--- src/rtl/lrupr_pkg.sv ---
// ----------------------------------------------------------------------------
// lrupr_pkg
// Shared types and codes for the LRU page replacement list.
// ----------------------------------------------------------------------------
`default_nettype none

package lrupr_pkg;

  localparam int KIND_W   = 2;
  localparam int STATUS_W = 3;

  typedef enum logic [KIND_W-1:0] {
    KIND_ACCESS = 2'd0,
    KIND_INSERT = 2'd1,
    KIND_EVICT  = 2'd2,
    KIND_SPARE  = 2'd3
  } kind_t;

  typedef enum logic [STATUS_W-1:0] {
    ST_HIT     = 3'd0,
    ST_ADDED   = 3'd1,
    ST_EVICTED = 3'd2,
    ST_EMPTY   = 3'd3,
    ST_FULL    = 3'd4
  } status_t;

  typedef struct packed {
    logic capture;
    logic promote;
  } cell_ctrl_t;

endpackage

`default_nettype wire

--- src/rtl/lrupr_req_if.sv ---
// ----------------------------------------------------------------------------
// lrupr_req_if
// Request channel: one list operation per transfer.
// ----------------------------------------------------------------------------
`default_nettype none

interface lrupr_req_if
  import lrupr_pkg::*;
#(
  parameter int PAGE_BITS = 20
);
  logic                 valid;
  logic                 ready;
  logic [KIND_W-1:0]    kind;
  logic [PAGE_BITS-1:0] page_number;

  modport source (output valid, output kind, output page_number, input ready);
  modport sink   (input valid, input kind, input page_number, output ready);
endinterface

`default_nettype wire

--- src/rtl/lrupr_rsp_if.sv ---
// ----------------------------------------------------------------------------
// lrupr_rsp_if
// Response channel: status and victim page of one operation.
// ----------------------------------------------------------------------------
`default_nettype none

interface lrupr_rsp_if
  import lrupr_pkg::*;
#(
  parameter int PAGE_BITS = 20
);
  logic                 valid;
  logic                 ready;
  logic [STATUS_W-1:0]  status;
  logic [PAGE_BITS-1:0] victim_page;

  modport source (output valid, output status, output victim_page, input ready);
  modport sink   (input valid, input status, input victim_page, output ready);
endinterface

`default_nettype wire

--- src/rtl/lrupr_cell.sv ---
// ----------------------------------------------------------------------------
// lrupr_cell
// One recency slot: holds a page, compares it to the key, shifts from its
// younger neighbor on promote and offers its page when it is the oldest.
// ----------------------------------------------------------------------------
`default_nettype none

module lrupr_cell
  import lrupr_pkg::*;
#(
  parameter int PAGE_BITS = 20,
  parameter int CNT_W     = 5,
  parameter int INDEX     = 0
) (
  input  wire logic                 clk,
  input  wire logic                 rst,
  input  wire cell_ctrl_t           ctrl,
  input  wire logic [PAGE_BITS-1:0] key,
  input  wire logic [CNT_W-1:0]     count,
  input  wire logic [PAGE_BITS-1:0] prev_page,
  input  wire logic                 seen_in,
  output logic                      seen_out,
  input  wire logic [PAGE_BITS-1:0] victim_in,
  output logic [PAGE_BITS-1:0]      victim_out,
  output logic [PAGE_BITS-1:0]      page
);

  logic match;
  logic occupied;
  logic oldest;

  assign occupied   = CNT_W'(INDEX) < count;
  assign oldest     = CNT_W'(INDEX + 1) == count;
  assign seen_out   = seen_in | match;
  assign victim_out = victim_in | (oldest ? page : '0);

  always_ff @(posedge clk) begin
    if (rst) begin
      match <= 1'b0;
    end else if (ctrl.capture) begin
      match <= occupied && (page == key);
    end
  end

  always_ff @(posedge clk) begin
    if (ctrl.promote && !seen_in) begin
      page <= prev_page;
    end
  end

endmodule

`default_nettype wire

--- src/rtl/lru_page_replacement_list_top.sv ---
// ----------------------------------------------------------------------------
// lru_page_replacement_list_top
// LRU page list built as a row of shifting cells, most recent at cell zero.
// ----------------------------------------------------------------------------
// the request is registered on transfer; response valid is registered when the request executes
// one request at a time, none taken while busy; compare on transfer, then shift once the response slot is free
// the hit flag and victim page ripple cell to cell across the row
// reset: list empty, response channel idle; page slots hold no reset value
`default_nettype none

module lru_page_replacement_list_top
  import lrupr_pkg::*;
#(
  parameter int FRAMES    = 16,
  parameter int PAGE_BITS = 20
) (
  input  wire logic   clk,
  input  wire logic   rst,
  lrupr_req_if.sink   req,
  lrupr_rsp_if.source rsp
);

  localparam int CNT_W = $clog2(FRAMES + 1);

  logic                 busy;
  logic                 op_evict;
  logic [PAGE_BITS-1:0] key;
  logic [CNT_W-1:0]     count;
  logic                 accept;
  logic                 exec;
  logic                 hit;
  logic                 full;
  cell_ctrl_t           ctrl;

  logic [FRAMES:0]                  seen;
  logic [FRAMES:0][PAGE_BITS-1:0]   victim;
  logic [FRAMES-1:0][PAGE_BITS-1:0] page;

  assign req.ready = !busy;
  assign accept    = req.valid && !busy;
  assign exec      = busy && (!rsp.valid || rsp.ready);
  assign hit       = seen[FRAMES];
  assign full      = count == CNT_W'(FRAMES);

  assign ctrl.capture = accept;
  assign ctrl.promote = exec && !op_evict && (hit || !full);

  assign seen[0]   = 1'b0;
  assign victim[0] = '0;

  for (genvar i = 0; i < FRAMES; i++) begin : g_cell
    logic [PAGE_BITS-1:0] prev_page;
    if (i == 0) begin : g_head
      assign prev_page = key;
    end else begin : g_body
      assign prev_page = page[i-1];
    end
    lrupr_cell #(
      .PAGE_BITS (PAGE_BITS),
      .CNT_W     (CNT_W),
      .INDEX     (i)
    ) u_cell (
      .clk        (clk),
      .rst        (rst),
      .ctrl       (ctrl),
      .key        (req.page_number),
      .count      (count),
      .prev_page  (prev_page),
      .seen_in    (seen[i]),
      .seen_out   (seen[i+1]),
      .victim_in  (victim[i]),
      .victim_out (victim[i+1]),
      .page       (page[i])
    );
  end

  always_ff @(posedge clk) begin
    if (accept) begin
      key      <= req.page_number;
      op_evict <= req.kind[1];
    end
  end

  always_ff @(posedge clk) begin
    if (rst) begin
      busy      <= 1'b0;
      count     <= '0;
      rsp.valid <= 1'b0;
    end else begin
      if (exec) begin
        rsp.valid <= 1'b1;
      end else if (rsp.ready) begin
        rsp.valid <= 1'b0;
      end
      if (accept) begin
        busy <= 1'b1;
      end else if (exec) begin
        busy <= 1'b0;
        if (op_evict) begin
          if (count != '0) begin
            count <= count - CNT_W'(1);
          end
        end else if (!hit && !full) begin
          count <= count + CNT_W'(1);
        end
      end
    end
  end

  always_ff @(posedge clk) begin
    if (exec) begin
      rsp.victim_page <= '0;
      if (op_evict) begin
        if (count == '0) begin
          rsp.status <= ST_EMPTY;
        end else begin
          rsp.status      <= ST_EVICTED;
          rsp.victim_page <= victim[FRAMES];
        end
      end else if (hit) begin
        rsp.status <= ST_HIT;
      end else if (full) begin
        rsp.status <= ST_FULL;
      end else begin
        rsp.status <= ST_ADDED;
      end
    end
  end

`ifndef SYNTH
  a_count_range: assert property (@(posedge clk) disable iff (rst)
    count <= CNT_W'(FRAMES))
    else $error("resident count above frame count");

  a_exec_response: assert property (@(posedge clk) disable iff (rst)
    exec |=> rsp.valid && !busy)
    else $error("executed request gave no response");

  a_full_status: assert property (@(posedge clk) disable iff (rst)
    exec && !op_evict && !hit && full |=> rsp.status == ST_FULL && $stable(count))
    else $error("full list changed on refused page");

  a_empty_evict: assert property (@(posedge clk) disable iff (rst)
    exec && op_evict && count == '0 |=> rsp.victim_page == '0 && count == '0)
    else $error("evict on empty list changed state");
`endif

endmodule

`default_nettype wire
--- src/flat_wrapper.sv ---
// flat-port wrapper written by rule: the top's interface ports become plain ports
module lru_page_replacement_list_top_flat import lrupr_pkg::*;
#(
  parameter int FRAMES    = 16,
  parameter int PAGE_BITS = 20
)
  (clk, rst, req_valid, req_kind, req_page_number, req_ready, rsp_valid, rsp_status, rsp_victim_page, rsp_ready);
  lrupr_req_if #(.PAGE_BITS(PAGE_BITS)) req_i ();
  lrupr_rsp_if #(.PAGE_BITS(PAGE_BITS)) rsp_i ();
  input  wire logic clk;
  input  wire logic rst;
  input wire logic [$bits(req_i.valid)-1:0] req_valid;
  input wire logic [$bits(req_i.kind)-1:0] req_kind;
  input wire logic [$bits(req_i.page_number)-1:0] req_page_number;
  output wire logic [$bits(req_i.ready)-1:0] req_ready;
  output wire logic [$bits(rsp_i.valid)-1:0] rsp_valid;
  output wire logic [$bits(rsp_i.status)-1:0] rsp_status;
  output wire logic [$bits(rsp_i.victim_page)-1:0] rsp_victim_page;
  input wire logic [$bits(rsp_i.ready)-1:0] rsp_ready;
  assign req_i.valid = req_valid;
  assign req_i.kind = req_kind;
  assign req_i.page_number = req_page_number;
  assign req_ready = req_i.ready;
  assign rsp_valid = rsp_i.valid;
  assign rsp_status = rsp_i.status;
  assign rsp_victim_page = rsp_i.victim_page;
  assign rsp_i.ready = rsp_ready;
  lru_page_replacement_list_top #(.FRAMES(FRAMES), .PAGE_BITS(PAGE_BITS)) u_core (.clk(clk), .rst(rst), .req(req_i), .rsp(rsp_i));
endmodule
--- config.mk ---
export PLATFORM = sky130hd
export DESIGN_NAME = lru_page_replacement_list_top_flat
export DESIGN_NICKNAME = d
export VERILOG_FILES = /design/src/rtl/lrupr_pkg.sv /design/src/rtl/lrupr_req_if.sv /design/src/rtl/lrupr_rsp_if.sv /design/src/rtl/lrupr_cell.sv /design/src/rtl/lru_page_replacement_list_top.sv /design/src/flat_wrapper.sv
export SDC_FILE = /design/constraint.sdc
export NUM_CORES = 1
export LEC_CHECK = 0
export BUFFER_PORTS_ARGS = -buffer_cell sky130_fd_sc_hd__buf_2
export CORE_MARGIN = 2
export CORE_UTILIZATION = 50
export DETAILED_ROUTE_END_ITERATION = 10
export PLACE_DENSITY = 0.77
export REMOVE_ABC_BUFFERS = 1
export SLEW_MARGIN = 10
export SYNTH_ARGS = -nofsm -noshare
export SYNTH_HDL_FRONTEND = slang
export SYNTH_HIERARCHICAL = 1
export SYNTH_SLANG_ARGS = --single-unit
--- constraint.sdc ---
create_clock -name clk -period 5.85 [get_ports clk]
set_input_delay 0.2925 -clock clk [delete_from_list [all_inputs] [get_ports clk]]
set_output_delay 0.2925 -clock clk [all_outputs]
set_load 0.02 [all_outputs]
* Word-level counts from Yosys, hierarchy flattened
Cells that the tools add are included.
Word-level totals: register bits 387, output and inout port bits 25, word-level logic and storage cells 215
Operators by class: add/sub/neg operators 2, magnitude comparators 16, equality and inequality tests 34, multiplexer cells 27, bitwise operators 32, reductions and logical operators 65
Operators with widths (number):
- 20-bit == test | 16
- 20-bit 2-to-1 mux | 16
- 20-bit bitwise OR | 15
- 4-bit by 5-bit == test with 1-bit output, first input constant | 8
- 4-bit by 5-bit less-than comparator with 1-bit output, first input constant | 8
- 1-bit logical AND | 36
- 3-bit by 5-bit == test with 1-bit output, first input constant | 4
- 1-bit logical NOT | 20
- 3-bit by 5-bit less-than comparator with 1-bit output, first input constant | 4
- 5-bit 2-to-1 mux | 3
- 1-bit bitwise OR | 15
- 2-bit by 5-bit == test with 1-bit output, first input constant | 2
- 1-bit by 5-bit less-than comparator with 1-bit output, first input constant | 2
- 2-bit by 5-bit less-than comparator with 1-bit output, first input constant | 2
- 3-bit 2-to-1 mux | 3
- 2-bit nonzero test | 3
- 5-bit by 1-bit adder with 5-bit output, second input constant | 1
- 1-bit by 5-bit == test with 1-bit output, first input constant | 1
- 5-bit == test, first input constant | 1
- 5-bit == test, second input constant | 1
- 5-bit logical NOT | 1
- 1-bit 2-to-1 mux | 5
- 5-bit nonzero test | 1
- 5-bit by 1-bit subtractor with 5-bit output, second input constant | 1
- 5 further kinds | 7

* Logic depth before layout (Yosys ltp)
word-level depth 19, depth in mapped cells 21

* Modules after synthesis
The synthesis kept the hierarchy.
Modules (own cells, without submodules):
- lrupr_cell at u_core.g_cell[14].u_cell ... | times used 2, cells an instance 80, area an instance 1054.8 um^2, seq. area each 620.6 um^2
- lru_page_replacement_list_top | times used 1, cells an instance 121, area an instance 1939.4 um^2, seq. area each 1461.4 um^2
- lrupr_cell at u_core.g_cell[12].u_cell | times used 1, cells an instance 79, area an instance 1092.3 um^2, seq. area each 620.6 um^2
- lrupr_cell at u_core.g_cell[4].u_cell | times used 1, cells an instance 80, area an instance 1087.3 um^2, seq. area each 620.6 um^2
- lrupr_cell at u_core.g_cell[8].u_cell | times used 1, cells an instance 80, area an instance 1086.0 um^2, seq. area each 620.6 um^2
- lrupr_cell at u_core.g_cell[10].u_cell | times used 1, cells an instance 82, area an instance 1079.8 um^2, seq. area each 620.6 um^2
- lrupr_cell at u_core.g_cell[1].u_cell | times used 1, cells an instance 79, area an instance 1074.8 um^2, seq. area each 620.6 um^2
- lrupr_cell at u_core.g_cell[0].u_cell | times used 1, cells an instance 79, area an instance 1069.8 um^2, seq. area each 620.6 um^2
- lrupr_cell at u_core.g_cell[2].u_cell | times used 1, cells an instance 80, area an instance 1066.0 um^2, seq. area each 620.6 um^2
- lrupr_cell at u_core.g_cell[3].u_cell | times used 1, cells an instance 78, area an instance 1056.0 um^2, seq. area each 620.6 um^2
- lrupr_cell at u_core.g_cell[5].u_cell | times used 1, cells an instance 78, area an instance 1053.5 um^2, seq. area each 620.6 um^2
- lrupr_cell at u_core.g_cell[9].u_cell | times used 1, cells an instance 79, area an instance 1051.0 um^2, seq. area each 620.6 um^2
- lrupr_cell at u_core.g_cell[11].u_cell | times used 1, cells an instance 78, area an instance 1049.8 um^2, seq. area each 620.6 um^2
- lrupr_cell at u_core.g_cell[13].u_cell | times used 1, cells an instance 79, area an instance 1047.3 um^2, seq. area each 620.6 um^2
- 2 more rows

* Least setup slack after synthesis
No wires, ideal clock.
path kind register -> register, start register u_core.g_cell[0].u_cell.match, end register u_core.g_cell[15].u_cell.page[0], enable pin, setup time 399 ps, arrival time 5376 ps, data required time 5451 ps, slack 75 ps, stages on the path, launching flop included 17, period minus slack after synthesis 5775 ps, cells stage by stage dfxtp_1 or2_2 or2_2 or2_2 or2_2 or2_2 or2_2 or2_2 or2_2 or2_2 or2_2 or2_2 or2_2 or2_2 or2_2 or2_2 nor2b_1
Between the ends: cells in the longest elaborated chain, start to end 18
Ends and longest elaborated chain:
- start, declared | RTL line lrupr_cell.sv:28 | logic match;
- start signal, assigned | RTL line lrupr_cell.sv:41 | match <= occupied && (page == key);
- 1-bit bitwise OR * | RTL line lrupr_cell.sv:34 | assign seen_out = seen_in | match;
- net u_core.seen[2] | RTL line lru_page_replacement_list_top.sv:35 | logic [FRAMES:0] seen;
- 1-bit bitwise OR * | RTL line lrupr_cell.sv:34
- net u_core.seen[3] | RTL line lru_page_replacement_list_top.sv:35
- 1-bit bitwise OR * | RTL line lrupr_cell.sv:34
- net u_core.seen[4] | RTL line lru_page_replacement_list_top.sv:35
- 1-bit bitwise OR * | RTL line lrupr_cell.sv:34
- net u_core.seen[5] | RTL line lru_page_replacement_list_top.sv:35
- [1 not listed]
- net u_core.seen[6] | RTL line lru_page_replacement_list_top.sv:35
- [1 not listed]
- net u_core.seen[7] | RTL line lru_page_replacement_list_top.sv:35
- [1 not listed]
- net u_core.seen[8] | RTL line lru_page_replacement_list_top.sv:35
- [1 not listed]
- net u_core.seen[9] | RTL line lru_page_replacement_list_top.sv:35
- [1 not listed]
- net u_core.seen[10] | RTL line lru_page_replacement_list_top.sv:35
- [1 not listed]
- net u_core.seen[11] | RTL line lru_page_replacement_list_top.sv:35
- [1 not listed]
- net u_core.seen[12] | RTL line lru_page_replacement_list_top.sv:35
- [1 not listed]
- net u_core.seen[13] | RTL line lru_page_replacement_list_top.sv:35
- 1-bit bitwise OR * | RTL line lrupr_cell.sv:34
- net u_core.seen[14] | RTL line lru_page_replacement_list_top.sv:35
- 1-bit bitwise OR * | RTL line lrupr_cell.sv:34
- net u_core.seen[15] | RTL line lru_page_replacement_list_top.sv:35
- 1-bit bitwise OR | RTL line lrupr_cell.sv:34
- 1-bit logical OR | RTL line lru_page_replacement_list_top.sv:46 | assign ctrl.promote = exec && !op_evict && (hit || !full);
- 1-bit logical AND | RTL line lru_page_replacement_list_top.sv:46
- 1-bit logical AND * | RTL line lrupr_cell.sv:46 | if (ctrl.promote && !seen_in) begin
- end signal, assigned | RTL line lrupr_cell.sv:47 | page <= prev_page;
- end, declared | RTL line lrupr_cell.sv:25 | output logic [PAGE_BITS-1:0] page
The timed path passes the listed nets; every way through them passes the cells marked *. A chain may end at the register's enable or synchronous reset.

==> qor.csv <==
stage,metric,value,unit
status,outcome,finished clean,
synthesis,number of synthesized register bits,387,
clock_tree,clk buf depth,3,
synthesis,Synth async-reset ratio,0,
worst_setup_path,critical path type,reg -> reg,
worst_setup_path,worst-case reg-to-reg path depth,20,
die,IO Pins,51,
worst_setup_path,Slowest Stage Delay on Critical Path,0.30,ns
pwr,net switching power,0.001564,W
min_path,hold crit path type,in -> reg,
synthesis,top_reg_cell synth,edfxtp_1,
finish,layout filler cell count,2929,
sta,Slew HR,0.1666,
synthesis,combinational family with the most area after synthesis,XOR/XNOR gates,
synthesis,xor/xnor share of the synthesized area,0.1498,
worst_setup_path,CP bufs+invs,2,
clock_tree,CTS root buf,clkbuf_16,
route,DRT Pass-1 Iters,6,
worst_setup_path,CP max FO,10,
route,drc violations,0,
route,Detailed Route WL,50.64,mm
synthesis,Yosys top cell area share,0.5768,
synthesis,most numerous cell in the Yosys netlist,edfxtp_1,
clock_tree,CTS H-tree depth,2,
pwr,clock share of power,0.404,
route,Via Count,12210,
synthesis,Post-Syn Instances,1388,
clock_tree,CTS Sinks,387,
pwr,Switching Fraction,0.2397,
clock_tree,CTS tree,done,
pwr,combinational power share,0.111,
placement,# port buffers,49,
die,Die W,198.7,um
synthesis,YS warnings,6,
route,vias per inst,5.964,
die,Die Ht,198.7,um
synthesis,Post-Synth Adder-Cell Area,0.003037,
synthesis,"Seq/Total Area, Yosys",0.6011,
synthesis,"EDFF count, synth",364,
min_path,Hold Path Sink,u_core/busy$_SDFFE_PP0P_,
sta,Final period util,0.9760,
sta,Worst Hold Margin,0.03010,ns
synthesis,Compound-Gate Fraction of Synth Area,0.1425,
worst_setup_path,Worst Setup Start Kind,flip-flop,
global_routing,global route overflow,0,
worst_setup_path,worst-path cell chain,"or2_2, or2_2, or2_2, or2_4, or2_2, or2_4, or2_2, or2_2, or2_2, or2_2, or2_2, or2_4, or2_4, or2_2, or2_4, or2_4, o211a_1, buf_6, nor2b_4, bufbuf_16",
die,Die Area,39470,sq um
synthesis,Synth top cells by count,"edfxtp_1, a21o_1, xor2_1",
worst_setup_path,reg2reg setup slack,0.14,ns
sta,Final setup viols,0,
clock_tree,"Reg clk slew, reported paths",0.06,ns
clock_tree,Post-CTS Setup Repair Bufs,0,
sta,unrepaired setup endpoints after global routing,no,
finish,# diodes,0,
synthesis,mux cell area share after synthesis,0.001849,
min_path,min-delay src,req_valid,
sta,maximum clock frequency,175.1,MHz
pwr,peak supply drop,0.2245,mV
global_routing,first-pass GRT wire length,76.20,mm
synthesis,Area contributors post-synth,"edfxtp_1, xor2_1, a21o_1",
worst_setup_path,Crit. End Element,flip-flop,
worst_setup_path,Top delay family on crit path,simple AND/OR/NAND/NOR gates,
die,Cell Rows,71,
pwr,register share of total power,0.485,
worst_setup_path,RR Endpoint,u_core/g_cell[6].u_cell/page[0]$_DFFE_PP_,
sta,Final min period,5.710,ns
synthesis,synth unique cells,51,
pwr,internal power,0.004961,W
worst_setup_path,WP data arrival,6.02,ns
global_routing,initial antenna violation count,0,
pwr,total power,0.006525,W
route,drt wl/cell,24.74,um
placement,routability cong.,0.8734,
synthesis,Synth area leader,edfxtp_1,
global_routing,vias in the first global route,12180,
sta,Sum Neg Setup Slack,0,ns
pwr,Leakage Power,8.732,nW
finish,share of cells above drive strength 1,0.1426,
worst_setup_path,"Slowest-stage cell, CP",dfxtp_1,
clock_tree,Num CTS Buffers,40,
finish,P&R area growth vs syn,14.20,%
min_path,hold depth,3,
worst_setup_path,cell repeated most along the worst path,or2_2,
sta,skew final,0.01043,ns
die,Initial Util,0.5055,
die,CORE AREA,37490,sq um
worst_setup_path,Worst EP required,6.16,ns
route,DRT antenna net count,0,
sta,Worst-Margin Slew,1.243,ns
placement,Post-DP HPWL,33.97,mm
route,Starting DRT DRC Count,1360,
pwr,Cell Pwr Density,301.5,nW/um^2
finish,# nets final,1535,
worst_setup_path,Critical R2R Launch,u_core/g_cell[0].u_cell/match$_SDFFE_PP0P_,
job,Max-cap violations,0,
synthesis,Simple-Gate Fraction of Synth Area,0.08742,
clock_tree,Clock Latency Late Sink,0.55,ns
global_routing,Total GRT Usage,0.2607,
sta,final hold viol count,0,
synthesis,synthesized area per cell,13.65,sq um
sta,Slew Limit Fails,0,
synthesis,mapped cell area,18950,sq um
global_routing,pin count of the biggest net entering global routing,54,
[logic make-up (layout without fill, tap and decap cells)]
logic type | after synthesis | count (layout)
multiplexers | 3 | 3
other | 1 | 22
adder cells (fa/ha/maj) | 4 | 4
XOR/XNOR | 324 | 324
flip-flops | 387 | 387
AO/OA/AOI/OAI | 359 | 359
AND/OR/NAND/NOR | 265 | 265
buffers and inverters | 45 | 172
[cell type report]
class,count,area (sq um),share of cell area
Clock inverter,22,267.8,0.01237
Tap cell,511,639.4,0.02954
Inverter,10,37.54,0.001735
Multi-Input combinational cell,977,7453,0.3444
Sequential cell,387,11390,0.5264
Timing Repair Buffer,89,777.0,0.03590
Clock buffer,51,1074,0.04961
[through the flow]
step	area, sq um	setup slack, ns	std cells	utilization
2_1_floorplan	18800	0.07531	1374	-
3_3_place_gp	20210	-0.08881	1972	0.5391
3_5_place_dp	20210	-0.08910	1972	0.5392
4_1_cts	21630	0.05572	2047	0.5769
5_1_grt	21640	0.01510	2047	0.5773
6_report	21640	0.1405	2047	0.5773
[worst max-delay path by stage]
stage                                                    start                                         end  slack [ns]  cells past startpoint
global route        u_core/g_cell[0].u_cell/match$_SDFFE_PP0P_  u_core/g_cell[6].u_cell/page[13]$_DFFE_PP_        0.02                     20
global placement    u_core/g_cell[0].u_cell/match$_SDFFE_PP0P_   u_core/g_cell[4].u_cell/page[8]$_DFFE_PP_       -0.09                     20
finish              u_core/g_cell[0].u_cell/match$_SDFFE_PP0P_   u_core/g_cell[6].u_cell/page[0]$_DFFE_PP_        0.14                     20
detailed placement  u_core/g_cell[0].u_cell/match$_SDFFE_PP0P_   u_core/g_cell[4].u_cell/page[9]$_DFFE_PP_       -0.09                     20
floorplan           u_core/g_cell[0].u_cell/match$_SDFFE_PP0P_  u_core/g_cell[15].u_cell/page[0]$_DFFE_PP_        0.08                     16
CTS                 u_core/g_cell[0].u_cell/match$_SDFFE_PP0P_   u_core/g_cell[6].u_cell/page[9]$_DFFE_PP_        0.06                     20
[sequential cells by signal, summed over array words and instances (netlist names)]
register                    count
u_core/op_evict                 1
u_core/rsp.victim_page         20
u_core/busy                     1
u_core/rsp.status               3
u_core/g_cell.prev_page        20
u_core/g_cell.u_cell/page     320
u_core/rsp.valid                1
u_core/g_cell.u_cell/match     16
u_core/count                    5
[power by group through the flow]
stage | Combinational (W) | Clock (W) | Sequential, W
after CTS | 0.000713 | 0.00266 | 0.00316
final | 0.000723 | 0.00264 | 0.00316
after floorplan | 0.000408 | 0 | 0.00322
after global placement | 0.000691 | 0 | 0.00322
after global routing | 0.000767 | 0.00276 | 0.00317
after detailed placement | 0.000699 | 0 | 0.00322
[cells in the final DEF, fill, tap and decap left out, drive strengths merged, types with 2 or more instances in the layout]
cell	Yosys	final
and2	25	25
nand2	28	28
clkbuf	2	51
nor2	32	32
nand4b	4	4
nor3b	3	3
nor4	75	75
nor2b	18	18
mux2i	2	2
xor2	292	292
inv	10	12
a2111oi	4	4
nor3	18	18
ha	3	3
conb	1	22
nand3	10	10
xnor2	32	32
dfxtp	23	23
buf	33	87
edfxtp	364	364
a21oi	10	10
nand4	20	20
o211a	2	2
clkinv	0	12
nand2b	7	7
o21ai	14	14
a21o	322	322
bufinv	0	6
or2	16	16
o2111ai	2	2
nor4b	7	7
clkinvlp	0	2
[repair_timing]
action / CTS / global route
hold endpoints to repair: 1 / 0
hold buffers: 1 / 0
gates cloned: 1 / 0
setup endpoints to repair: 324 / 240
resized for setup: 9 / 2
pin swaps: 1 / 1
[routing by layer]
metal / wire (um) / vias to the layer above / GRT usage
li1: - / 5385 / -
met1: 20280 / 6087 / 0.3432
met2: 24700 / 614 / 0.4408
met3: 3862 / 122 / 0.03832
met4: 1805 / 0 / 0.09397
met5: 0 / - / 0
[worst reg2reg max path, stage by stage, from the launching register on]
cell and delay (ns):
dfxtp_1 0.30, or2_2 0.30, or2_2 0.29, or2_2 0.29, or2_4 0.26, or2_2 0.29, or2_4 0.25, or2_2 0.29
or2_2 0.29, or2_2 0.28, or2_2 0.30, or2_2 0.29, or2_4 0.24, or2_4 0.23, or2_2 0.29, or2_4 0.24
or2_4 0.23, o211a_1 0.25, buf_6 0.14, nor2b_4 0.15, bufbuf_16 0.28
Note: power is estimated with default switching activity, not from simulation.
